--- config.mk ---
export PLATFORM = sky130hd
export DESIGN_NAME = hlsr_div
export DESIGN_NICKNAME = d
export VERILOG_FILES = /design/src/rtl/core/hlsr_pkg.sv /design/src/rtl/core/hlsr_div.sv
export SDC_FILE = /design/constraint.sdc
export NUM_CORES = 2
export LEC_CHECK = 0
export BUFFER_PORTS_ARGS = -buffer_cell sky130_fd_sc_hd__buf_2
export CORE_AREA = 2 2 552 554
export CTS_CLUSTER_DIAMETER = 120
export DETAILED_ROUTE_END_ITERATION = 16
export DIE_AREA = 0 0 554 556
export PLACE_DENSITY = 0.59
export SYNTH_ARGS = -nofsm -noshare
export SYNTH_HDL_FRONTEND = slang
export SYNTH_SLANG_ARGS = --single-unit
--- constraint.sdc ---
create_clock -name clk -period 4.76 [get_ports clk]
set_clock_uncertainty 0.1 [all_clocks]
set_input_delay 0.238 -clock clk [delete_from_list [all_inputs] [get_ports clk]]
set_output_delay 0.238 -clock clk [all_outputs]
set_load 0.05 [all_outputs]
--- src/rtl/core/hlsr_pkg.sv ---
// shared types, constants and float helpers for the highland scattering angle core
package hlsr_pkg;

	typedef logic signed [9:0] exp_t;

	// 32-bit mantissa with top bit set, value = m * 2^e
	typedef struct packed {
		logic [31:0] m;
		exp_t        e;
	} fl_t;

	typedef enum logic [1:0] {
		ST_OK     = 2'd0,
		ST_ZERO_T = 2'd1,
		ST_BETA   = 2'd2,
		ST_SAT    = 2'd3
	} status_t;

	typedef struct packed {
		logic    vld;
		logic    zero_out;
		status_t st;
		logic    big;
	} ctrl_t;

	localparam logic [31:0] K_HIGHLAND = 32'd3650722202;
	localparam logic [26:0] K_LN       = 27'd113127690;
	localparam logic [31:0] ONE_Q30    = 32'd1073741824;

	localparam logic CFG_MASS   = 1'b0;
	localparam logic CFG_CHARGE = 1'b1;

	localparam int SQRT_STEPS = 32;
	localparam int LOG_STEPS  = 30;
	localparam int DIV_STEPS  = 33;
	localparam int LAT_TOTAL  = 75;

	function automatic fl_t fl_mul(fl_t a, fl_t b);
		logic [63:0] p;
		fl_t         r;
		p   = {32'b0, a.m} * {32'b0, b.m};
		r.m = p[63] ? p[63:32] : p[62:31];
		r.e = a.e + b.e + exp_t'(31) + exp_t'({9'b0, p[63]});
		return r;
	endfunction

	function automatic exp_t lead_exp(logic [5:0] l);
		return exp_t'({4'b0, l});
	endfunction

endpackage

--- src/rtl/core/hlsr_div.sv ---
// pipelined restoring divider: (num << 32) / den for normalized mantissas, 33 quotient bits
module hlsr_div import hlsr_pkg::*; (
	input  logic        clk,
	input  logic [31:0] num,
	input  logic [31:0] den,
	output logic [32:0] quo
);
	logic [31:0] rem_s [1:DIV_STEPS];
	logic [31:0] den_s [1:DIV_STEPS-1];
	logic [32:0] quo_s [1:DIV_STEPS];

	logic [31:0] rem_c [0:DIV_STEPS-1];
	logic [31:0] den_c [0:DIV_STEPS-1];
	logic [32:0] quo_c [0:DIV_STEPS-1];
	logic        dbit  [0:DIV_STEPS-1];
	logic [31:0] rem_n [0:DIV_STEPS-1];
	logic [32:0] quo_n [0:DIV_STEPS-1];

	always_comb begin
		logic [32:0] acc;
		logic [32:0] diff;
		logic        ge;
		for (int i = 0; i < DIV_STEPS; i++) begin
			if (i == 0) begin
				rem_c[i] = {1'b0, num[31:1]};
				den_c[i] = den;
				quo_c[i] = '0;
				dbit[i]  = num[0];
			end else begin
				rem_c[i] = rem_s[i];
				den_c[i] = den_s[i];
				quo_c[i] = quo_s[i];
				dbit[i]  = 1'b0;
			end
		end
		for (int i = 0; i < DIV_STEPS; i++) begin
			acc      = {rem_c[i], dbit[i]};
			diff     = acc - {1'b0, den_c[i]};
			ge       = (acc >= {1'b0, den_c[i]});
			rem_n[i] = ge ? diff[31:0] : acc[31:0];
			quo_n[i] = {quo_c[i][31:0], ge};
		end
	end

	always_ff @(posedge clk) begin
		for (int i = 1; i < DIV_STEPS; i++) begin
			den_s[i] <= den_c[i-1];
		end
		for (int i = 0; i < DIV_STEPS; i++) begin
			rem_s[i+1] <= rem_n[i];
			quo_s[i+1] <= quo_n[i];
		end
	end

	assign quo = quo_s[DIV_STEPS];
endmodule

==> impl_metrics.csv <==
group,metric,value,unit
pwr,power.share.sequential,0.306,
sta,rsz0062_at_grt,"false",
finish,area_delta_synth_final,13.4,%
logic_synthesis,netlist_area,0.120,mm2
pwr,p_clk_frac,0.210,
placement,gp_congestion,0.898,
finish,multiInputGateArea,0.0619,mm2
cts,root_buffer,"clkbuf_16",
pwr,p_leak,63.5,nW
logic_synthesis,synth_seq_area_share,0.434,
cts,cts_tree,"yes",
floorplanning,die_w,554,um
logic_synthesis,synth_nets,13800,
cts,cts_made_buffers,288,
floorplanning,dieArea,0.308,mm2
detailed_routing,drt-initial-drc-count,5359,
cts,clock-sinks,2609,
floorplanning,start_util,0.399,
finish,drive_gt1_frac,0.0913,
sta,worst_pin_slew,1.13,ns
placement,hpwl,228,mm
logic_synthesis,yosysTopAreaCell,"dfxtp_1",
sta,fin_crit_sh,0.878,
detailed_routing,ant_nets,0,
logic_synthesis,yosys_register_bits,2609,
logic_synthesis,synthCells,12700,
global_route,gr-usage-met3,0.0258,
sta,setup_viol,0,
logic_synthesis,avgSynthCellArea,9.50,um2
global_route,grt_pass1_vias,84100,
global_route,track_usage,0.184,
logic_synthesis,yosysWarnings,0,
finish,instances_no_fill,17200,
floorplanning,core-area,0.302,mm2
detailed_routing,drc,0,
pwr,irDropWorstVdd,0.000510,V
cts,clk_pin_slew,0.06,ns
sta,final.setup.tns,0,ns
logic_synthesis,synthTopCellsByArea,"dfxtp_1 (43%), ha_1 (11%), a21oi_1 (4.4%)",
critical_path,cp.arrival,4.84,ns
logic_synthesis,yosysTopAreaCellShare,0.434,
logic_synthesis,synth.distinct_cells,119,
logic_synthesis,ys.flop_type,"dfxtp_1",
min_path,hold_class,"input pin to register",
global_route,overflow,0,
detailed_routing,drtPass1Iterations,6,
job,maxCapViolations,0,
finish,fin_nets,14100,
pwr,switching_power,43.1,mW
critical_path,reg2reg_from,"den_s[0][902]$_DFF_P_",
pwr,p_int,69.1,mW
placement,dpl.cell_count,16500,
cts,clk_latency,0.89,ns
logic_synthesis,synth_enable_flop_cells,0,
critical_path,worstPathMaxFanout,23,
critical_path,critPathKind,"register to register",
global_route,met2_usage,0.311,
global_route,busiest_layer,"met2",
critical_path,cp-start-kind,"register",
critical_path,crit_start,"den_s[0][902]$_DFF_P_",
sta,slew_headroom,0.244,
run_status,outcome,"complete, no violations",
min_path,hold_start,"num[14]",
sta,timing.fmax,239,MHz
critical_path,required,5.42,ns
cts,clockBufferDepth,4,
placement,io_buffers,97,
pwr,powerDensity,822,mW/mm2
global_route,gr-usage-met1,0.240,
detailed_routing,post_drt_wl_per_cell,17.0,um
global_route,antenna_found_initial,3,
sta,fin_ws,0.579,ns
global_route,grt_pass1_wl,458,mm
floorplanning,rows,202,
placement,post-place-ws,0.621,ns
pwr,share_comb_of_total_power,0.484,
sta,min_period,4.18,ns
pwr,sw_frac_of_total,0.384,
finish,num-fill-cells,28900,
finish,seq_area,0.0522,mm2
logic_synthesis,async_flop_share,0,
detailed_routing,wirelength,292,mm
detailed_routing,vias_per_cell,5.09,
cts,htree_levels,5,
floorplanning,die_y,556,um
global_route,grt_max_degree,63,
finish,final_core_util,0.452,
sta,final_hold_viol_count,0,
critical_path,end_kind,"register",
floorplanning,ioPinCount,98,
sta,slew_viol_final,0,
detailed_routing,route.vias.total,87400,
[layout by cell type (no fill, tap or decap), drive strengths merged, types with 84 or more instances in the layout]
master	Yosys	layout
a21o	580	580
a21oi	1069	1069
a31oi	106	106
and3	105	105
buf	110	146
clkbuf	162	388
dfxtp	2609	2609
dlygate4sd3	0	137
ha	1055	1055
inv	1329	1349
mux2	480	480
nand2	782	782
nand2b	131	131
nand3	161	161
nand4	170	170
nor2	752	752
nor2b	162	162
nor3	137	137
o21a	144	144
o21ai	714	714
o21bai	124	124
o31ai	84	84
xnor2	504	504
xor2	344	344
[final cells by class]
type	instances	area share
multi-input cells	8467	0.453
clock buffers	388	0.0604
repair buffers	283	0.0170
flip-flops and latches	2609	0.382
clock inverters	127	0.0141
well taps	3978	0.0364
inverters	1329	0.0365
diodes	5	0.0000916
[cells by family after synthesis]
logic type / Yosys count / share of synthesized area
muxes: 510 / 0.0520
adders and majority gates: 1087 / 0.115
DFF: 2609 / 0.434
buffers and inverters: 1601 / 0.0533
and+or+nand+nor: 2691 / 0.107
AOI/OAI and AO/OA: 3331 / 0.177
xor gates and xnor gates: 848 / 0.0617
[metrics by stage]
stage | hold WS (ns) | area [um2] | power (mW)
floorplan | 0.166 | 120000 | 76.0
global placement | 0.210 | 125000 | 88.4
detailed placement | 0.212 | 125000 | 88.5
finish | 0.0661 | 137000 | 112
global route | 0.0472 | 137000 | 121
CTS | 0.00510 | 137000 | 113
[final timing paths]
check	endpoint	slack, ns	depth (start not counted)
max	rem_s[0][952]$_DFF_P_	0.58	13
max reg2reg	rem_s[0][952]$_DFF_P_	0.58	13
min reg2reg	quo_s[0][299]$_DFF_P_	0.21	0
min	rem_s[0][46]$_DFF_P_	0.07	4
[cells in the mapped netlist (all sizes together), types with 76 or more instances]
cell    number
ha        1055
o21bai     124
buf        110
o31ai       84
inv       1329
nor3       137
a31oi      106
a21oi     1069
nor2       752
and3       105
xor2       344
a21o       580
nor2b      162
nand2      782
a211oi      82
nand2b     131
nand3      161
dfxtp     2609
and2        76
nand4      170
xnor2      504
o21a       144
clkbuf     162
o21ai      714
mux2       480
[flip-flops by register name, summed over array words and instances, names as in the netlist]
register and count:
den_s 1024, quo_s 561, rem_s 1024
[power groups by stage]
stage | clock, mW | combinational, mW | sequential, mW
global placement | 0 | 53.4 | 35.0
CTS | 24.2 | 54.0 | 34.6
finish | 23.5 | 54.3 | 34.4
global route | 25.1 | 60.4 | 35.1
detailed placement | 0 | 53.5 | 34.9
floorplan | 0 | 43.2 | 32.8
[metal layers]
layer  up-vias  share of wire
met2      1715           0.46
met5         -              0
met1     40600           0.46
met4         0          0.030
met3       485          0.045
li1      44600              -
[critical path: stages, from the launching register on]
cell       delay (ns)
dfxtp_1          0.43
inv_1            0.08
ha_1             0.37
nand4_1          0.28
a2111oi_2        0.46
o21ai_1          0.16
nand2_1          0.12
a31oi_1          0.15
a311oi_2         0.44
nand2_1          0.16
o41ai_2          0.24
a21o_2           0.44
buf_12           0.27
mux2_1           0.37
[timing repair]
action | 4_1_cts | 5_1_grt
setup buffers | 0 | 0
hold buffers | 137 | 0
endpoints found under the hold margin | 64 | 0
resized for setup | 0 | 0
endpoints found under the setup margin | 0 | 0
(Power assumes the default switching activity.)
