`src/rtl/core/hlsr_pkg.sv`:
```
// shared types, constants and float helpers for the highland scattering angle core
package hlsr_pkg;

	typedef logic signed [9:0] exp_t;

	// 32-bit mantissa with top bit set, value = m * 2^e
	typedef struct packed {
		logic [31:0] m;
		exp_t        e;
	} fl_t;

	typedef enum logic [1:0] {
		ST_OK     = 2'd0,
		ST_ZERO_T = 2'd1,
		ST_BETA   = 2'd2,
		ST_SAT    = 2'd3
	} status_t;

	typedef struct packed {
		logic    vld;
		logic    zero_out;
		status_t st;
		logic    big;
	} ctrl_t;

	localparam logic [31:0] K_HIGHLAND = 32'd3650722202;
	localparam logic [26:0] K_LN       = 27'd113127690;
	localparam logic [31:0] ONE_Q30    = 32'd1073741824;

	localparam logic CFG_MASS   = 1'b0;
	localparam logic CFG_CHARGE = 1'b1;

	localparam int SQRT_STEPS = 32;
	localparam int LOG_STEPS  = 30;
	localparam int DIV_STEPS  = 33;
	localparam int LAT_TOTAL  = 75;

	function automatic fl_t fl_mul(fl_t a, fl_t b);
		logic [63:0] p;
		fl_t         r;
		p   = {32'b0, a.m} * {32'b0, b.m};
		r.m = p[63] ? p[63:32] : p[62:31];
		r.e = a.e + b.e + exp_t'(31) + exp_t'({9'b0, p[63]});
		return r;
	endfunction

	function automatic exp_t lead_exp(logic [5:0] l);
		return exp_t'({4'b0, l});
	endfunction

endpackage

```
`src/rtl/core/hlsr_isqrt.sv`:
```
// pipelined integer square root, 64-bit radicand, one root bit per stage
module hlsr_isqrt import hlsr_pkg::*; (
	input  logic        clk,
	input  logic [63:0] radicand,
	output logic [31:0] root
);
	logic [63:0] rad_s  [1:SQRT_STEPS-1];
	logic [32:0] rem_s  [1:SQRT_STEPS];
	logic [31:0] root_s [1:SQRT_STEPS];

	logic [63:0] rad_c  [0:SQRT_STEPS-1];
	logic [32:0] rem_c  [0:SQRT_STEPS-1];
	logic [31:0] root_c [0:SQRT_STEPS-1];
	logic [32:0] rem_n  [0:SQRT_STEPS-1];
	logic [31:0] root_n [0:SQRT_STEPS-1];

	always_comb begin
		logic [34:0] acc;
		logic [34:0] trial;
		logic [34:0] diff;
		logic        ge;
		for (int i = 0; i < SQRT_STEPS; i++) begin
			if (i == 0) begin
				rad_c[i]  = radicand;
				rem_c[i]  = '0;
				root_c[i] = '0;
			end else begin
				rad_c[i]  = rad_s[i];
				rem_c[i]  = rem_s[i];
				root_c[i] = root_s[i];
			end
		end
		for (int i = 0; i < SQRT_STEPS; i++) begin
			acc   = {rem_c[i], rad_c[i][63:62]};
			trial = {1'b0, root_c[i], 2'b01};
			diff  = acc - trial;
			ge    = (acc >= trial);
			rem_n[i]  = ge ? diff[32:0] : acc[32:0];
			root_n[i] = {root_c[i][30:0], ge};
		end
	end

	always_ff @(posedge clk) begin
		for (int i = 1; i < SQRT_STEPS; i++) begin
			rad_s[i] <= rad_c[i-1] << 2;
		end
		for (int i = 0; i < SQRT_STEPS; i++) begin
			rem_s[i+1]  <= rem_n[i];
			root_s[i+1] <= root_n[i];
		end
	end

	assign root = root_s[SQRT_STEPS];
endmodule

```
`config.mk`:
```
export PLATFORM = sky130hd
export DESIGN_NAME = hlsr_isqrt
export DESIGN_NICKNAME = d
export VERILOG_FILES = /design/src/rtl/core/hlsr_pkg.sv /design/src/rtl/core/hlsr_isqrt.sv
export SDC_FILE = /design/constraint.sdc
export NUM_CORES = 2
export LEC_CHECK = 0
export BUFFER_PORTS_ARGS = -buffer_cell sky130_fd_sc_hd__buf_2
export CAP_MARGIN = 15
export CORE_MARGIN = 3
export CORE_UTILIZATION = 40
export DETAILED_ROUTE_END_ITERATION = 16
export GPL_TIMING_DRIVEN = 0
export SYNTH_ARGS = -nofsm -noshare
export SYNTH_HDL_FRONTEND = slang
export SYNTH_SLANG_ARGS = --single-unit
```
`constraint.sdc`:
```
create_clock -name clk -period 3.1 [get_ports clk]
set_clock_uncertainty 0.15 [all_clocks]
set_input_delay 0.465 -clock clk [delete_from_list [all_inputs] [get_ports clk]]
set_output_delay 0.465 -clock clk [all_outputs]
set_load 0.01 [all_outputs]
```
==> results.json <==
{
  "layout-drive-gt1-share_pct": 20.4,
  "async_flop_share_pct": 0,
  "swShare_pct": 29.1,
  "synth_edf_count": 0,
  "arrival_ns": 4.09,
  "cts_root_buffer": "clkbuf_16",
  "worstSetupPathType": "reg -> reg",
  "power.internal_mw": 65.5,
  "cts_max_level": 5,
  "cts_sinks": 2495,
  "crit_path_start": "root_s[0][626]",
  "vdd_drop_max_v": 0.000543,
  "p_comb_share_pct": 19.7,
  "use_met2_pct": 31.1,
  "slew_headroom_pct": 39.2,
  "cpMostUsedCell": "buf_6",
  "p_sw_mw": 26.9,
  "vias_per_cell": 5.06,
  "fin_crit_sh_pct": 110,
  "hold_viol": 0,
  "instances_no_fill": 13100,
  "core_area_mm2": 0.228,
  "holdWs_ns": 0.0736,
  "drt_wl_total_um": 221000,
  "yosysWarningCount": 0,
  "dr.pass1.iters": 5,
  "setup_viol": 124,
  "rsz0062_at_grt": "yes",
  "fin_crit_ns": 3.42,
  "grt_pass1_wl_um": 348000,
  "cts_max_path_buffers": 4,
  "fillers": 20200,
  "initial_core_util_pct": 40.3,
  "first_global_vias": 66200,
  "powerDensity_mw_per_mm2": 797,
  "status": "finished, violations left",
  "drtIter0Drc": 3777,
  "die_area_mm2": 0.235,
  "ant_nets": 0,
  "syn-num-nets": 9755,
  "track_usage_pct": 18.0,
  "critPathLaunchType": "flop",
  "dr_total_vias": 66200,
  "synth.distinct_cells": 98,
  "syn_area_mm2": 0.0919,
  "crit_path_end_kind": "flop",
  "max_stage_delay_ns": 0.51,
  "grt_max_degree": 17,
  "tritoncts.num_buffers": 276,
  "min_from": "radicand[36]",
  "synth-seq-cells": 2495,
  "critPathBufInv": 3,
  "place_hpwl_um": 159000,
  "die_h_um": 485,
  "route.detailed.drc": 0,
  "syn_to_final_growth_pct": 26.1,
  "synth_cells": 9129,
  "use_met1_pct": 22.8,
  "power_frac_seq_pct": 45.6,
  "use_met3_pct": 2.59,
  "final_nets": 10500,
  "layout_setup_ws_ns": -0.322,
  "drv_slew": 0,
  "violations": "negative setup slack",
  "cts_tree": "built",
  "worst_r2r_startpoint": "root_s[0][626]",
  "tightestPinTransition_ns": 0.904,
  "avgRoutedWirePerCell_um": 16.9,
  "num_rows": 175,
  "p_clk_share_pct": 34.7,
  "cp.required_ns": 3.77,
  "top_usage_layer": "met2",
  "path_max_fanout": 3,
  "yosysSeqAreaShare_pct": 54.4,
  "place_congestion": 0.913,
  "io-pin-count": 97,
  "grt_overflow_total": 0,
  "path_delay_family": "simple AND/OR/NAND/NOR gates",
  "dominantRegCellSynth": "dfxtp_1",
  "avgSynthCellArea_um2": 10.1,
  "slowest_stage": "or4b_4",
  "clkSlewWorstSetupHoldPaths_ns": 0.06,
  "grt_antenna_before_repair": 2,
  "p_leak_nw": 52.0,
  "crit_chain": "inv_2, ha_4, or4b_4, or4_4, or3_4, nand3_4, a311oi_4, buf_6, buf_6, a2111oi_4, nand2_2, nor3_2, xor2_1",
  "die_w_um": 485,
  "max_freq_mhz": 292,
  "r2r_setup_slack_ns": -0.32,
  "hold_path_class": "in -> reg",
  "place_inst": 12200,
  "cap_viol_max_count": 0,
  "io_buffers": 96,
  "worstSkewPairLatency_ns": 0.93
}
==> power groups by stage <==
stage	registers [mW]	clock network [mW]	logic (mW)
finish	42.1	32.1	18.2
global route	42.7	34.3	20.1
CTS	41.7	33.1	16.5
detailed placement	42.2	0	14.7
global placement	42.1	0	14.6
floorplan	40.6	0	11.5
==> cells in the mapped netlist (14+ instances only) <==
cell type     n  area, um^2
and4_1       14         123
nand3b_1     23         173
and3_1       47         294
o211ai_1     31         233
a211o_1      18         158
a21o_1      205        1540
clkbuf_1    173         649
or4_1        71         533
o21ai_0     523        2620
mux2i_1      16         160
a31oi_1      56         350
o41ai_1      20         175
nand2_1     659        2470
or3_1        92         576
mux2_2       75         845
nand3_1     153         766
o21bai_1     45         338
or2_2        41         257
ha_1        561        7020
a21oi_1     562        2810
o2111ai_1    16         140
a21boi_0     25         188
nand4_1     100         626
nand2b_1    126         788
nor3_1      228        1140
xnor2_1     381        3340
o21a_1       98         736
nor2b_1      97         607
xor2_1      401        3510
inv_1       699        2620
and2_1       30         188
dfxtp_1    2495       49900
nor2_1      555        2080
o31ai_1      62         465
a2111oi_0    17         149
nor4_1      123         769
a31o_2       15         131
a211oi_1     49         368
==> placed cells by master (no fill, tap or decap), types with 43 or more instances in the layout <==
master and instances:
inv_1 679, nand3_1 123, nand2b_1 120, xor2_1 401
ha_4 100, o31ai_1 43, or4_1 44, nand4_1 100
dlygate4sd3_1 124, xnor2_1 364, ha_2 46, a21o_1 204
nand2_1 614, nor3_1 167, o21ai_1 71, buf_4 267
nor4_1 52, a21oi_2 66, clkbuf_8 72, dfxtp_2 115
dfxtp_1 2369, clkbuf_1 73, o21ai_0 406, clkbuf_16 290
ha_1 415, o21a_1 96, buf_6 57, nor2b_1 92
or3_1 61, mux2_2 71, a21oi_1 483, nor2_1 487
buf_2 106
==> layout make-up <==
cell class,instances,area (um^2),area share (%)
Sequential cell,2495,50100,43.3
Multi-Input combinational cell,5738,44500,38.4
Clock buffer,383,7980,6.88
Timing Repair Buffer,536,4540,3.92
Tap cell,3009,3760,3.25
Inverter,703,2660,2.30
Buffer,129,1170,1.01
Clock inverter,89,1060,0.919
Antenna cell,1,2.50,0.00216
==> path summary, 6_finish.rpt <==
path | to | depth (start not counted)
min | rad_s[0][98] | 2
max reg2reg | rem_s[0][686] | 13
max | rem_s[0][686] | 13
min reg2reg | rad_s[0][335] | 0
==> metal layers <==
metal | share of wire (%) | routed length, um | vias to the layer above
li1 | - | - | 32900
met1 | 44 | 97600 | 31400
met2 | 48 | 107000 | 1435
met3 | 4.1 | 8990 | 509
met4 | 3.3 | 7390 | 0
met5 | 0 | 0 | -
==> kinds of logic after synthesis <==
logic type | Yosys count | synth area share [%]
mux | 91 | 1.09
xor+xnor | 782 | 7.46
flops | 2495 | 54.4
buf+inv | 896 | 3.70
simple gates | 2421 | 13.0
other cells | 1 | 0.00408
compound gates | 1882 | 12.7
fa+ha+maj | 561 | 7.64
==> worst register-to-register path: cells and delay by family (launching register included) <==
| kind | cells | cell delay [ns] |
|---|---|---|
| adders and majority gates | 1 | 0.26 |
| AOI/OAI and AO/OA | 2 | 0.35 |
| DFF | 1 | 0.33 |
| buffers and inverters | 3 | 0.37 |
| and+or+nand+nor | 6 | 1.77 |
| xor gates and xnor gates | 1 | 0.15 |
==> stage by stage <==
step                instance area, um^2  TNS (ns)  utilization, %  power, mW  worst slack, ns
floorplan                         92100     -1.24               -       52.1           -0.104
global placement                  96300   -483.20            42.3       56.7            -1.51
detailed placement                96300   -474.20            42.3       56.9            -1.56
CTS                              112000    -10.06            48.9       91.3           -0.420
global route                     116000    -23.83            50.8       97.1           -0.407
finish                           116000    -12.09            50.8       92.4           -0.322
==> registers in the layout, summed over array words and instances, names as in the netlist <==
register and cells:
rad_s 992, root_s 528, rem_s 975
==> timing repair <==
| item | 4_1_cts | 5_1_grt |
|---|---|---|
| setup endpoints to repair | 894 | 791 |
| cloned | 5 | 5 |
| buffers inserted | 173 | 144 |
| endpoints found under the hold margin | 65 | 0 |
| hold buffers | 124 | 0 |
| pin swaps | 176 | 237 |
| gates resized for setup | 877 | 835 |
(Power assumes the default switching activity.)
