<file path="config.mk">
export PLATFORM = sky130hd
export DESIGN_NAME = hlsr_norm
export DESIGN_NICKNAME = d
export VERILOG_FILES = /design/src/rtl/core/hlsr_norm.sv
export SDC_FILE = /design/constraint.sdc
export NUM_CORES = 1
export LEC_CHECK = 0
export BUFFER_PORTS_ARGS = -buffer_cell sky130_fd_sc_hd__buf_2
export CORE_ASPECT_RATIO = 1.2
export CORE_MARGIN = 2
export CORE_UTILIZATION = 55
export CTS_CLUSTER_DIAMETER = 100
export DETAILED_ROUTE_END_ITERATION = 10
export PLACE_DENSITY_LB_ADDON = 0.15
export SLEW_MARGIN = 30
export SYNTH_ARGS = -nofsm -noshare
export SYNTH_HDL_FRONTEND = slang
export SYNTH_SLANG_ARGS = --single-unit
</file>
<file path="constraint.sdc">
create_clock -name clk -period 4.8 [get_ports clk]
set_input_delay 0.24 -clock clk [delete_from_list [all_inputs] [get_ports clk]]
set_output_delay 0.24 -clock clk [all_outputs]
set_load 0.02 [all_outputs]
</file>
<file path="src/rtl/core/hlsr_norm.sv">
// two-stage normalizer: leading-one search, then left alignment to a 32-bit mantissa
module hlsr_norm #(
	parameter int W = 32
) (
	input  logic                 clk,
	input  logic [W-1:0]         x,
	output logic [31:0]          m,
	output logic [$clog2(W)-1:0] lead
);
	localparam int LW = $clog2(W);

	logic [LW-1:0]  lead_c;
	logic [W-1:0]   x_s1;
	logic [LW-1:0]  lead_s1;
	logic [LW-1:0]  amt;
	logic [W+31:0]  shifted;
	logic [31:0]    m_s2;
	logic [LW-1:0]  lead_s2;

	always_comb begin
		lead_c = '0;
		for (int i = 0; i < W; i++) begin
			if (x[i]) begin
				lead_c = LW'(i);
			end
		end
	end

	assign amt     = LW'(W - 1) - lead_s1;
	assign shifted = {x_s1, 32'b0} << amt;

	always_ff @(posedge clk) begin
		x_s1    <= x;
		lead_s1 <= lead_c;
		m_s2    <= shifted[W+31 -: 32];
		lead_s2 <= lead_s1;
	end

	assign m    = m_s2;
	assign lead = lead_s2;
endmodule

</file>
==> results by group, run 1 <==
Outcome
  – Status: finished clean

Worst setup path
  – Worst path cell trace: inv_1 -> nor2_1 -> o2bb2ai_1 -> o21ai_0 -> o311ai_0
  – CP max FO: 25
  – Worst EP arrival: 2.87 ns
  – CP startpoint: lead_s1[4]
  – Crit start category: register
  – Slowest cell on crit path: dfxtp_1
  – Crit. End Element: register
  – Critical path required time: 5.05 ns
  – Setup Crit Path Kind: reg2reg
  – Max incr delay on CP: ~0.9 ns
  – Reg2reg start: lead_s1[4]

Clock network
  – Clock Sinks: 74
  – CTS resizes: 0
  – Reg clk slew, reported paths: 0.08 ns
  – Total CTS buffers: 9
  – H-tree depth reported by CTS: 3
  – CTS tree: built
  – Clock Path Buffers: 2
  – Worst skew pair latency: 0.35 ns
  – Post-CTS Setup Repair Bufs: 0
  – CTS Root Cell: clkbuf_8

Floorplanning
  – Die width: 78.8 um
  – Core Rows: 32
  – IO Pins: 70
  – Core box area: ~6400 um^2
  – Die area: 7380 um^2
  – Die H: 93.7 um
  – Starting Density: 0.572

Power
  – Pleak: around 0.0019 uW
  – VDD IR-drop max: 198 uV
  – Sw Ratio: 0.284
  – Internal Power: 1100 uW
  – Pwr per Cell Area: ~360 nW/um^2
  – Reg power frac: 0.461
  – Clk pwr share: 0.331
  – P_sw: around 430 uW
  – Comb power frac: 0.207

Route
  – Initial DRC count: 273
  – Vias/cell: 6.03
  – Wire length on met2: between 4000 and 5000 um
  – Routed Antenna Nets: 0
  – Per-cell routed wire length: 17.1 um
  – Top Layer Used: met4
  – Routed met3 length: 663 um
  – Drt drc: 0
  – Routed vias: between 3,000 and 4,000
  – WL met1: 3610 um
  – Drt first pass iters: 5
  – Drt total wl: 8950 um

Final layout
  – Finished Core Util: 0.661
  – Synthesis-to-finish area growth: 15.5%
  – Fill cells: 541
  – Nets: roughly 470
  – ANT cells: 0
  – Fin cells: 523
  – Share of cells above drive strength 1: 0.288

Hold path
  – Min-delay src: x[2]
  – Worst min-delay path class: in2reg

Synthesis
  – Count leader, synth: dfxtp_1
  – Cell variety after synth: 51
  – Post-Synthesis Cell Area: 3690 um^2
  – Synth Net Count: 405
  – Largest cells by area after synthesis: dfxtp_1 (40%), mux4_2 (13%), mux2i_1 (6.8%), nand2_1 (4.8%), nor2_1 (4.1%)
  – Top cell type by total area after synthesis: dfxtp_1
  – Mapped Cells: between 300 and 400
  – Yosys top cell area share: 0.401
  – FF+latch count, synth: 74
  – YS warnings: 0
  – Sequential fraction of the synthesis area: 0.401
  – Top_reg_cell synth: dfxtp_1
  – Synth async-reset ratio: 0
  – Synth top cells by count: dfxtp_1 (74), nand2_1 (47), nor2_1 (40)
  – Post-synth EDFFs: 0
  – Mean Syn Cell Area: 9.92 um^2

Timing
  – Measured slew at the worst slew-check pin: roughly 0.93 ns
  – FMAX: 0.381 GHz
  – Final setup TNS: 0 ns
  – Fin crit period: between 2 and 3 ns
  – Unrepaired setup endpoints after global routing: false
  – Setup Viol. Count Final: 0
  – Worst Clk Skew: 0.00888 ns
  – Period utilisation layout: 0.546
  – Slew Limit Headroom: 0.380
  – Final hold vios: 0
  – Slew Limit Fails: 0

Global routing
  – Largest net degree at the start of global routing: 48
  – Global-route wire length before repair: 14,400 um
  – Antenna violations before repair: 0
  – Total grt overflow: 0
  – GRT Overall Usage: 0.254
  – Vias in the first global route: between 2,000 and 3,000

Place
  – Inst Count DP: 506
  – Routability cong.: 0.904
  – Post-DP HPWL: about 6400 um
  – Buffers on Ports: 69

Run
  – Max Cap Violations: 0
==> layer usage <==
metal	vias up	global-route usage
met4	0	0.152
li1	1503	-
met3	28	0.0500
met5	-	0
met1	1466	0.320
met2	157	0.405
==> power groups by stage <==
stage               clock network, uW  logic (uW)  registers (uW)
floorplan                           0         180             753
CTS                               518         313             706
global route                      542         338             713
global placement                    0         308             718
finish                            507         317             706
detailed placement                  0         310             720
==> path summary, 6_finish.rpt <==
| check | end | slack [ns] | cells after the start |
|---|---|---|---|
| worst max-delay path | m[31] | 2.18 | 5 |
| worst min register to register | lead[0] | 0.61 | 0 |
| worst max register to register | m[31] | 2.18 | 5 |
| worst min-delay path | x_s1[2] | 0.01 | 1 |
==> logic make-up (layout without fill, tap and decap cells) <==
logic type      Yosys count  in the layout  share of synthesized area
buf+inv                  34            100                     0.0475
mux                      61             61                      0.262
compound gates           79             79                      0.143
flops                    74             74                      0.401
simple gates            124            124                      0.146
==> layout make-up <==
| cell class | count | area [um^2] | area share |
|---|---|---|---|
| Clock inverter | 6 | 82.6 | 0.0194 |
| Sequential cell | 74 | 1480 | 0.348 |
| Clock buffer | 9 | 124 | 0.0291 |
| Timing Repair Buffer | 75 | 395 | 0.0928 |
| Tap cell | 85 | 106 | 0.0249 |
| Inverter | 10 | 37.5 | 0.00881 |
| Multi-Input combinational cell | 264 | 2030 | 0.477 |
==> registers in the layout, summed over array words and instances, names as in the netlist <==
name     cells
lead         5
x_s1        32
lead_s1      5
m           32
==> per-stage QoR <==
stage | total power, uW | hold slack (ns) | area, um^2 | setup WS, ns
2_1_floorplan | 933 | 0.268 | 3690 | 3.01
3_3_place_gp | 1030 | 0.342 | 4040 | 2.16
3_5_place_dp | 1030 | 0.344 | 4040 | 2.28
4_1_cts | 1540 | 0.00109 | 4260 | 2.26
5_1_grt | 1590 | 0.0114 | 4260 | 2.03
6_report | 1530 | 0.0150 | 4260 | 2.18
==> layout by cell type, fill, tap and decap left out, types with 4 or more instances in the layout <==
cell	instances
o211ai_1	7
nor3_1	8
dfxtp_1	72
buf_2	69
a211oi_1	5
o21ai_0	19
o221ai_1	4
and2_1	5
mux2_2	8
nor2b_1	4
mux4_2	22
nand3_1	9
inv_1	8
nor4_1	5
nand2_1	47
mux2i_1	25
buf_4	4
clkbuf_8	9
a31oi_1	5
a21oi_1	14
nor2_1	40
==> critical path: cells and delay by family, from the launching register on <==
family,cells,cell delay (ns)
AO/OA/AOI/OAI,3,0.44
buffers and inverters,1,0.59
flip-flops,1,0.91
AND/OR/NAND/NOR,1,0.58
==> timing repair <==
| item | in CTS | in global routing |
|---|---|---|
| hold buffers | 2 | 0 |
| endpoints found under the hold margin | 2 | 0 |
| setup endpoints to repair | 0 | 0 |
(Power assumes the default switching activity.)
==> run 2: changes to the inputs <==
Settings changed: ABC_AREA set to 1, CORE_UTILIZATION 55 to 49.
Clock period 4.8 ns to 2.3 ns, I/O delays scaled along.
==> run 2 against run 1 <==
Compared with the run above:
- die area rose by 1.3%
- worst hold slack better by 0.39 ns
- cell count rose by 28%
- routed wire length is 12% lower
- sequential share of layout area down 0.069 points
- critical path type unchanged
- largest cell class unchanged
==> results by group, run 2 <==
Final layout
  – Nets: 615 (+32%)
  – ANT cells: 0 (unchanged)
  – Fill cells: 608 (+12%)
  – Share of cells above drive strength 1: 0.172 (-0.115)
  – Leading cell type in the layout, fill and taps excluded: nand2_1
  – Fin cells: 671 (+28%)
  – Synthesis-to-finish area growth: 28.0%
  – Most frequent cells in the layout: nand2_1 (157), dfxtp_1 (74), buf_2 (69), o21ai_0 (52), nor2_1 (36)

Timing
  – Final setup TNS: 0 ns (unchanged)
  – Setup Viol. Count Final: 0 (unchanged)
  – Worst Hold Margin: 0.405 ns (+0.390 ns)
  – Slew Limit Fails: 0 (unchanged)
  – Unrepaired setup endpoints after global routing: false
  – FMAX: 0.509 GHz (+33%)
  – Period utilisation layout: 0.855 (+0.308)
  – Post-route setup slack: 0.334 ns (-1.84 ns)
  – Slew Limit Headroom: 0.510 (+0.130)
  – Measured slew at the worst slew-check pin: 0.734 ns (-0.196 ns)
  – Worst Clk Skew: 0.0139 ns (+0.00500 ns)
  – Final hold vios: 0 (unchanged)
  – Fin crit period: 1.97 ns (-0.657 ns)

Route
  – Drt drc: 0 (unchanged)
  – Routed Antenna Nets: 0 (unchanged)
  – Drt first pass iters: 5 (unchanged)
  – Routed vias: 3,312 (+5.0%)
  – Initial DRC count: 193 (-29%)
  – Drt total wl: 7920 um (-12%)
  – Per-cell routed wire length: 11.8 um (-31%)
  – Vias/cell: 4.94 (-18%)

Place
  – Inst Count DP: 624 (+23%)
  – Buffers on Ports: 69 (unchanged)
  – Routability cong.: 0.935 (+3.4%)
  – Post-DP HPWL: 5800 um (-9.6%)
  – Pre-CTS setup slack: 0.405 ns (-1.87 ns)

Worst setup path
  – Max incr delay on CP: 0.42 ns (-0.49 ns)
  – Worst path cell trace: buf_4 -> mux2i_1 -> nand2_1 -> nand3_1 -> o21ai_1 -> o21ai_0 -> a22oi_1
  – Crit. End Element: register
  – CP bufs+invs: 1 (unchanged)
  – Crit start category: register
  – Delay-heaviest family, CP: compound AO/OA/AOI/OAI gates
  – Slowest cell on crit path: o21ai_0
  – Worst EP arrival: 2.16 ns (-0.71 ns)
  – CP max FO: 35 (+40%)
  – Setup Crit Path Kind: reg2reg
  – Critical path required time: 2.50 ns (-2.55 ns)

Clock network
  – Worst skew pair latency: 0.35 ns (about the same)
  – Clock Path Buffers: 2 (unchanged)
  – CTS resizes: 0 (unchanged)
  – Clock Sinks: 74 (unchanged)
  – H-tree depth reported by CTS: 3 (unchanged)
  – Reg clk slew, reported paths: 0.08 ns (about the same)
  – Total CTS buffers: 9 (unchanged)
  – CTS tree: built
  – CTS Root Cell: clkbuf_8

Synthesis
  – Count leader, synth: nand2_1
  – Post-synth EDFFs: 0 (unchanged)
  – Synth top cells by count: nand2_1 (157), dfxtp_1 (74), o21ai_0 (52)
  – Largest cells by area after synthesis: dfxtp_1 (44%), nand2_1 (18%), o21ai_0 (7.8%), nand3_1 (4.8%), nor2_1 (4.1%)
  – Top_reg_cell synth: dfxtp_1
  – Synth Net Count: 521 (+29%)
  – Cell variety after synth: 25 (-51%)
  – Sequential fraction of the synthesis area: 0.445 (+0.0431)
  – Mapped Cells: 488 (+31%)
  – Synth async-reset ratio: 0 (unchanged)
  – Mean Syn Cell Area: 6.83 um^2 (-31%)
  – Post-Synthesis Cell Area: 3330 um^2 (-9.7%)
  – YS warnings: 0 (unchanged)
  – FF+latch count, synth: 74 (unchanged)
  – Top cell type by total area after synthesis: dfxtp_1
  – Yosys top cell area share: 0.445 (+0.0431)

Floorplanning
  – Core Rows: 32 (unchanged)
  – Die area: 7480 um^2 (+1.3%)
  – Die width: 79.3 um (+0.64%)
  – Die H: 94.3 um (+0.65%)
  – Starting Density: 0.514 (-0.0587)
  – Core box area: 6490 um^2 (+0.62%)
  – IO Pins: 70 (unchanged)

Power
  – Pwr per Cell Area: 730 nW/um^2 (+100%)
  – Pleak: 0.00214 uW (+14%)
  – VDD IR-drop max: 400 uV (+100%)

Outcome
  – Status: finished clean

Global routing
  – Largest net degree at the start of global routing: 36 (-25%)
  – Antenna violations before repair: 0 (unchanged)
  – Total grt overflow: 0 (unchanged)
  – Global-route wire length before repair: 13,300 um (-7.7%)
  – Vias in the first global route: 3,002 (+2.6%)
  – GRT Overall Usage: 0.226 (-0.0285)

Hold path
  – Worst min-delay path class: in2reg

Run
  – Max Cap Violations: 0 (unchanged)
==> run 2: final cells by class <==
class / instances / area, um^2 / area share
Inverter: 42 / 171 / 0.0402
Tap cell: 85 / 106 / 0.0249
Timing Repair Buffer: 109 / 726 / 0.170
Multi-Input combinational cell: 346 / 1570 / 0.369
Clock buffer: 9 / 124 / 0.0290
Sequential cell: 74 / 1480 / 0.347
Clock inverter: 6 / 82.6 / 0.0194
==> run 2: routing by layer <==
metal  GRT usage  part of all wire  routed length (um)  up-vias
li1            -                 -                   -     1762
met2       0.384              0.48                3840       79
met4       0.114             0.029                 231        0
met1       0.273              0.45                3550     1455
met3      0.0421             0.038                 301       16
met5           0                 0                   0        -
==> run 2: cell families after synthesis <==
family	count (synthesis)	synth area share
mux	9	0.0270
flops	74	0.445
compound gates	102	0.161
simple gates	235	0.284
buf+inv	68	0.0834
==> run 2: report_power, final <==
part	switching, uW	internal (uW)
clock network	443	598
logic	403	243
registers	32.5	1390
total	879	2230
==> run 2: timing repair <==
item / in CTS / in global routing
setup buffers: 0 / 0
hold endpoints to repair: 34 / 0
hold buffers: 32 / 0
==> run 2: per-stage QoR <==
stage                util  total power, uW  instance area (um^2)
floorplan               -             1860                  3330
global placement    0.576             2050                  3740
detailed placement  0.576             2060                  3740
CTS                 0.657             3130                  4260
global route        0.657             3280                  4260
finish              0.657             3110                  4260
==> run 2: final timing paths <==
path                   start      end  slack (ns)  depth (start not counted)
setup / recovery  lead_s1[0]    m[31]        0.33                          7
hold / removal          x[0]  x_s1[0]        0.40                          2
setup reg to reg  lead_s1[0]    m[31]        0.33                          7
hold reg to reg   lead_s1[3]  lead[3]        0.59                          1
